==> src/sidl_pkg.sv <==
// Shared types and constants for the serial ID list table.
package sidl_pkg;

  localparam int unsigned SERIAL_W = 64;
  localparam int unsigned INDEX_W  = 6;
  localparam int unsigned POS_W    = 6;
  localparam int unsigned COUNT_W  = 7;
  localparam int unsigned STATUS_W = 2;

  typedef enum logic [1:0] {
    OP_ADD    = 2'd0,
    OP_GET    = 2'd1,
    OP_SEARCH = 2'd2,
    OP_CLEAR  = 2'd3
  } op_e;

  typedef enum logic [STATUS_W-1:0] {
    ST_OK   = 2'd0,
    ST_NONE = 2'd1,
    ST_FULL = 2'd2
  } status_e;

  typedef enum logic [1:0] {
    S_IDLE = 2'b01,
    S_RUN  = 2'b10
  } state_e;

  // Request fields broadcast to every cell while a request runs
  typedef struct packed {
    op_e                 op;
    logic [SERIAL_W-1:0] key;
    logic [INDEX_W-1:0]  index;
  } cmd_t;

  // Token handed from cell to cell
  typedef struct packed {
    logic                hit;
    logic [SERIAL_W-1:0] data;
  } tok_t;

endpackage

==> src/sidl_cell.sv <==
// One list cell: holds one entry and passes the request token to its neighbor.
module sidl_cell import sidl_pkg::*; #(
  parameter int unsigned IDX = 0,
  parameter int unsigned CW  = 7
) (
  input  logic          clk_i,
  input  logic          rst_ni,
  input  cmd_t          cmd_i,
  input  logic [CW-1:0] count_i,
  input  logic          vld_i,
  input  tok_t          tok_i,
  input  logic [CW-1:0] pos_i,
  output logic          vld_o,
  output tok_t          tok_o,
  output logic [CW-1:0] pos_o
);

  logic [SERIAL_W-1:0] entry_q;
  logic                vld_q;
  tok_t                tok_q, tok_d;
  logic [CW-1:0]       pos_q, pos_d;
  logic                here_add, here_get, here_hit;

  // Decode what this cell does for the passing token
  assign here_add = vld_i && (cmd_i.op == OP_ADD) && (int'(count_i) == IDX);
  assign here_get = vld_i && (cmd_i.op == OP_GET) && (int'(cmd_i.index) == IDX);
  assign here_hit = vld_i && (cmd_i.op == OP_SEARCH) && !tok_i.hit &&
                    (int'(count_i) > IDX) && (entry_q == cmd_i.key);

  // Update the token with this cell's contribution
  always_comb begin
    tok_d = tok_i;
    pos_d = pos_i;
    if (here_get) begin
      tok_d.data = entry_q;
    end
    if (here_hit) begin
      tok_d.hit = 1'b1;
      pos_d     = CW'(IDX);
    end
  end

  // Store an appended serial
  always_ff @(posedge clk_i) begin
    if (here_add) begin
      entry_q <= cmd_i.key;
    end
  end

  // Hand the token on
  always_ff @(posedge clk_i or negedge rst_ni) begin
    if (!rst_ni) begin
      vld_q <= 1'b0;
    end else begin
      vld_q <= vld_i;
    end
  end

  always_ff @(posedge clk_i) begin
    tok_q <= tok_d;
    pos_q <= pos_d;
  end

  assign vld_o = vld_q;
  assign tok_o = tok_q;
  assign pos_o = pos_q;

endmodule

==> config.mk <==
export PLATFORM = sky130hd
export DESIGN_NAME = sidl_cell
export DESIGN_NICKNAME = d
export VERILOG_FILES = /design/src/sidl_pkg.sv /design/src/sidl_cell.sv
export SDC_FILE = /design/constraint.sdc
export NUM_CORES = 1
export LEC_CHECK = 0
export BUFFER_PORTS_ARGS = -buffer_cell sky130_fd_sc_hd__buf_4
export CAP_MARGIN = 20
export CELL_PAD_IN_SITES_DETAIL_PLACEMENT = 1
export CELL_PAD_IN_SITES_GLOBAL_PLACEMENT = 1
export CORE_ASPECT_RATIO = 1.4
export CORE_MARGIN = 4
export CORE_UTILIZATION = 38
export CTS_CLUSTER_SIZE = 28
export DETAILED_ROUTE_END_ITERATION = 8
export GPL_ROUTABILITY_DRIVEN = 0
export PLACE_DENSITY = 0.87
export SLEW_MARGIN = 25
export SYNTH_ARGS = -nofsm -noshare
export SYNTH_HDL_FRONTEND = slang
export SYNTH_SLANG_ARGS = --single-unit
export TNS_END_PERCENT = 30
==> constraint.sdc <==
create_clock -name clk_i -period 2 [get_ports clk_i]
set_clock_uncertainty 0.05 [all_clocks]
set_input_delay 0.1 -clock clk_i [delete_from_list [all_inputs] [get_ports clk_i]]
set_output_delay 0.1 -clock clk_i [all_outputs]
set_load 0.02 [all_outputs]
After elaboration in Yosys (flattened, before gate mapping). Cells that the tools add are included.

Register bits after elaboration: 137. Bits in latches: 0. RAM bits: 0. ROM bits: 0. Memories: 0.

$add $sub $neg: 0. Multiply operators: 0. Divide/modulo/power cells: 0. Magnitude comparators: 1. Equality and inequality tests: 3. Shift-type cells: 0. Muxes and demuxes: 1. Bitwise gates (word level): 0. Reductions and logical operators: 12.

Operator list (number): $eq 64x64->1 (1); $mux 64 (1); $logic_and 1x1->1 (8); $gt 7x1->1 const B (1); $logic_not 7->1 (1); $logic_not 6->1 (1); $eq 2x1->1 const B (1); $eq 2x2->1 const B (1); $logic_not 2->1 (1); $logic_not 1->1 (1).

Logic depth before layout (Yosys ltp).
Depth in word-level cells: 5. Mapped depth: 5. Depth with buffers taken out: 5.

Worst setup path after synthesis. No wires, ideal clock.

Kind: input -> register. Start: input port count_i[2]. End: register entry_q[0], enable pin. Library setup time: 670 ps. Data arrival time: 7067 ps. Path slack: -5787 ps. Cell stages on the path: 3. Path buffers: 0. Cells stage by stage: nor4_1 > nand2_1 > nor4b_1.

Cells in the longest elaborated chain, start to end: 2.

Ends and longest elaborated chain: start: declaration (line sidl_cell.sv:9) `input logic [CW-1:0] count_i,`; $logic_not 7->1 (line sidl_cell.sv:25) `assign here_add = vld_i && (cmd_i.op == OP_ADD) && (int'(count_i) == IDX);`; $logic_and 1x1->1 (line sidl_cell.sv:25); net here_add (line sidl_cell.sv:22) `logic here_add, here_get, here_hit;`; end signal: assignment (line sidl_cell.sv:46) `entry_q <= cmd_i.key;`; end: declaration (line sidl_cell.sv:18) `logic [SERIAL_W-1:0] entry_q;`.

The timed path passes the listed nets, and every way through them passes these cells. A chain may end at the register's enable or synchronous reset.

Final worst setup path.
Start: register entry_q[1]. End: register pos_q[5], in the netlist pos_o[5].

Cells in the longest elaborated chain, start to end: 2.

Ends and longest elaborated chain: $eq 64x64->1 (line sidl_cell.sv:28) `(int'(count_i) > IDX) && (entry_q == cmd_i.key);`; $logic_and 1x1->1 (line sidl_cell.sv:28); end signal: assignment (line sidl_cell.sv:61) `pos_q <= pos_d;`; end: declaration (line sidl_cell.sv:21) `logic [CW-1:0] pos_q, pos_d;`.

No other way between the ends.

==> results.cfg <==
[outcome]
outcome = complete, but fails checks
violations = setup timing

[detailed_routing]
drcViolationCount = 0
drtIter0Drc = 167
dr_total_vias = 4246
vias_per_cell = 4.749
dr.pass1.iters = 4
avgRoutedWirePerCell_um = 23.64
detail-route-antenna-nets = 0
routed_wirelength_um = 21130

[clock_tree]
cts_tree = yes
clk_path_buf_depth = 2
clock_sinks = 137
cts.htree.levels = 4
root_buffer = clkbuf_16
clk_pin_slew_ps = 70
clk_latency_ps = 410
numCtsBuffers = 17

[global_route]
antenna_found_initial = 3
grt_pass1_vias = 5183
grt_max_degree = 65
overflow = 0
grtUsageTotal_pct = 26.98
grt_pass1_wl_um = 31300

[worst_setup_path]
cp_slowest_cell = nor4_1
worstSetupPathType = reg2reg
worstPathArrival_ps = 2270
cp_data_required_time_ps = 2240
crit_path_max_incr_delay_ps = 460
worst-path-stages = 6
crit_chain = xor2_1 -> nor4_1 -> nand4_1 -> nor3_4 -> buf_6 -> a21boi_1
worstPathMaxFanout = 8
start_kind = flip-flop
path_buf_inv = 1
crit_family = simple AND/OR/NAND/NOR gates
reg2reg_depth = 6
crit_path_end_kind = flip-flop

[finish]
fillers = 1241
fin_util_pct = 68.85
drive_above_1_share_pct = 47.53
area_growth_pct = 76.72
layout.nets = 850
layout_commonest_cell = buf_4
layout_common_cells = buf_4 (229), dlygate4sd3_1 (139), dfxtp_1 (72), edfxtp_1 (64), mux2_4 (60)
stdcell_count = 894

[timing]
worst_pin_slew_ps = 540.3
slew-limit-headroom_pct = 63.98
fin_crit_ps = 2031
finalHoldViolations = 0
finalCritPeriodShare_pct = 101.6
slew_violations = 0
setup_ws_ps = -31.39
fmax_mhz = 492.3
setup_viol = 8

[job]
max_cap_violations = 0

[placed_design]
dp_hpwl_um = 11100
dp.cells = 717
place_ws_ps = -167.0
io_buffer_count = 226

[floorplan]
start_util_pct = 38.96
dieArea_mm2 = 0.01576
die_w_um = 107.2
dieHeight_um = 146.9
core-area_mm2 = 0.01345
io_pins = 227
rows = 50

[min_path]
min_delay_path_depth = 3
min_path_type = in2reg

[synthesis]
ys_async_sr_fraction_pct = 0.7299
yosysSeqAreaShare_pct = 64.66
ys.flop_type = dfxtp_1
syn_nets = 465
yosys_register_bits = 137
synth_edf_count = 64
syn_area_per_cell_um2 = 16.85
syn_inst = 311
synth_cell_type_count = 22
synth_warnings = 0
syn_area_mm2 = 0.005240

[power]
irDropWorstVdd_mv = 0.5356
power.density_mw_per_mm2 = 779.2
leakage_uw = 0.004142
## synthesized netlist by cell type, types with 2 or more instances
master | count | area (um^2)
a21boi_0 | 4 | 30.03
a21boi_1 | 3 | 22.52
buf_6 | 6 | 67.56
dfxtp_1 | 72 | 1441
edfxtp_1 | 64 | 1922
mux2_2 | 4 | 45.04
mux2_4 | 60 | 900.9
nand3_1 | 2 | 10.01
nand4_1 | 4 | 25.02
nor3_1 | 3 | 15.01
nor4_1 | 15 | 93.84
nor4b_1 | 2 | 17.52
xnor2_1 | 5 | 43.79
xor2_1 | 59 | 516.8
## metal layers
metal / up-vias / global-route usage (%) / routed length (um)
li1: 1906 / - / -
met1: 2096 / 26.09 / 6992
met2: 211 / 53.13 / 12290
met3: 33 / 6.505 / 1405
met4: 0 / 10.68 / 448
met5: - / 0 / 0
## cell families (layout without fill, tap and decap cells)
kind of cell    after synthesis  in the layout  share of synthesized area, %
mux                          64             64                         18.05
flops                       137            137                         64.66
xor+xnor                     64             64                         10.70
simple gates                 31             31                         4.011
compound gates                8              8                         1.146
other cells                   0              3                             0
buf+inv                       7            405                         1.433
## worst min-delay path: cells and delay by family
| family | cells | cell delay (ps) |
|---|---|---|
| buffers and inverters | 2 | 270 |
| AND/OR/NAND/NOR | 1 | 70 |
## state kept, by name (all words and copies together), names as in the netlist
signal	count
vld_o	1
entry_q	64
tok_o	65
pos_o	7
## cell type report
class	instances	area [um^2]	share of cell area, %
Antenna cell	3	7.507	0.08107
Multi-Input combinational cell	167	1854	20.02
Tap cell	182	227.7	2.459
Sequential cell	137	3388	36.59
Clock inverter	12	152.6	1.648
Clock buffer	20	436.7	4.716
Timing Repair Buffer	373	3193	34.48
## stage by stage
| step | TNS (ps) | total power [uW] | hold WS [ps] | instance area (um^2) |
|---|---|---|---|---|
| after global routing | -1010 | 7447 | 171.2 | 9260 |
| after detailed placement | -885.9 | 3776 | -173.7 | 7194 |
| after CTS | 0 | 7157 | 147.2 | 9189 |
| final | -178.6 | 7215 | 177.2 | 9260 |
| after floorplan | -67580 | 3345 | -245.6 | 5270 |
| after global placement | -81.55 | 3752 | -174.2 | 7194 |
## worst paths after layout
kind	start	slack [ps]	end
max in group asynchronous	rst_ni	1250	vld_o$_DFF_PN0_
setup reg to reg	entry_q[1]$_DFFE_PP_	-30	pos_o[5]$_SDFF_PP0_
hold / removal	cmd_i[71]	180	entry_q[60]$_DFFE_PP_
hold reg to reg	entry_q[29]$_DFFE_PP_	480	tok_o[29]$_DFF_P_
min in group asynchronous	rst_ni	550	vld_o$_DFF_PN0_
setup / recovery	entry_q[1]$_DFFE_PP_	-30	pos_o[5]$_SDFF_PP0_
## repair_timing
item                                   in CTS  in global routing
hold buffers                              139                  0
setup endpoints to repair                   8                  8
setup buffers                               1                  2
pin swaps                                   1                  8
gates resized for setup                     1                 13
endpoints found under the hold margin     138                  0
## power breakdown
part           switching [uW]  leakage [uW]  internal [uW]
combinational             376       0.00267            587
sequential               33.8       0.00119           3010
clock                    1240      0.000278           1960
total                    1650       0.00414           5560
(Power assumes the default switching activity.)
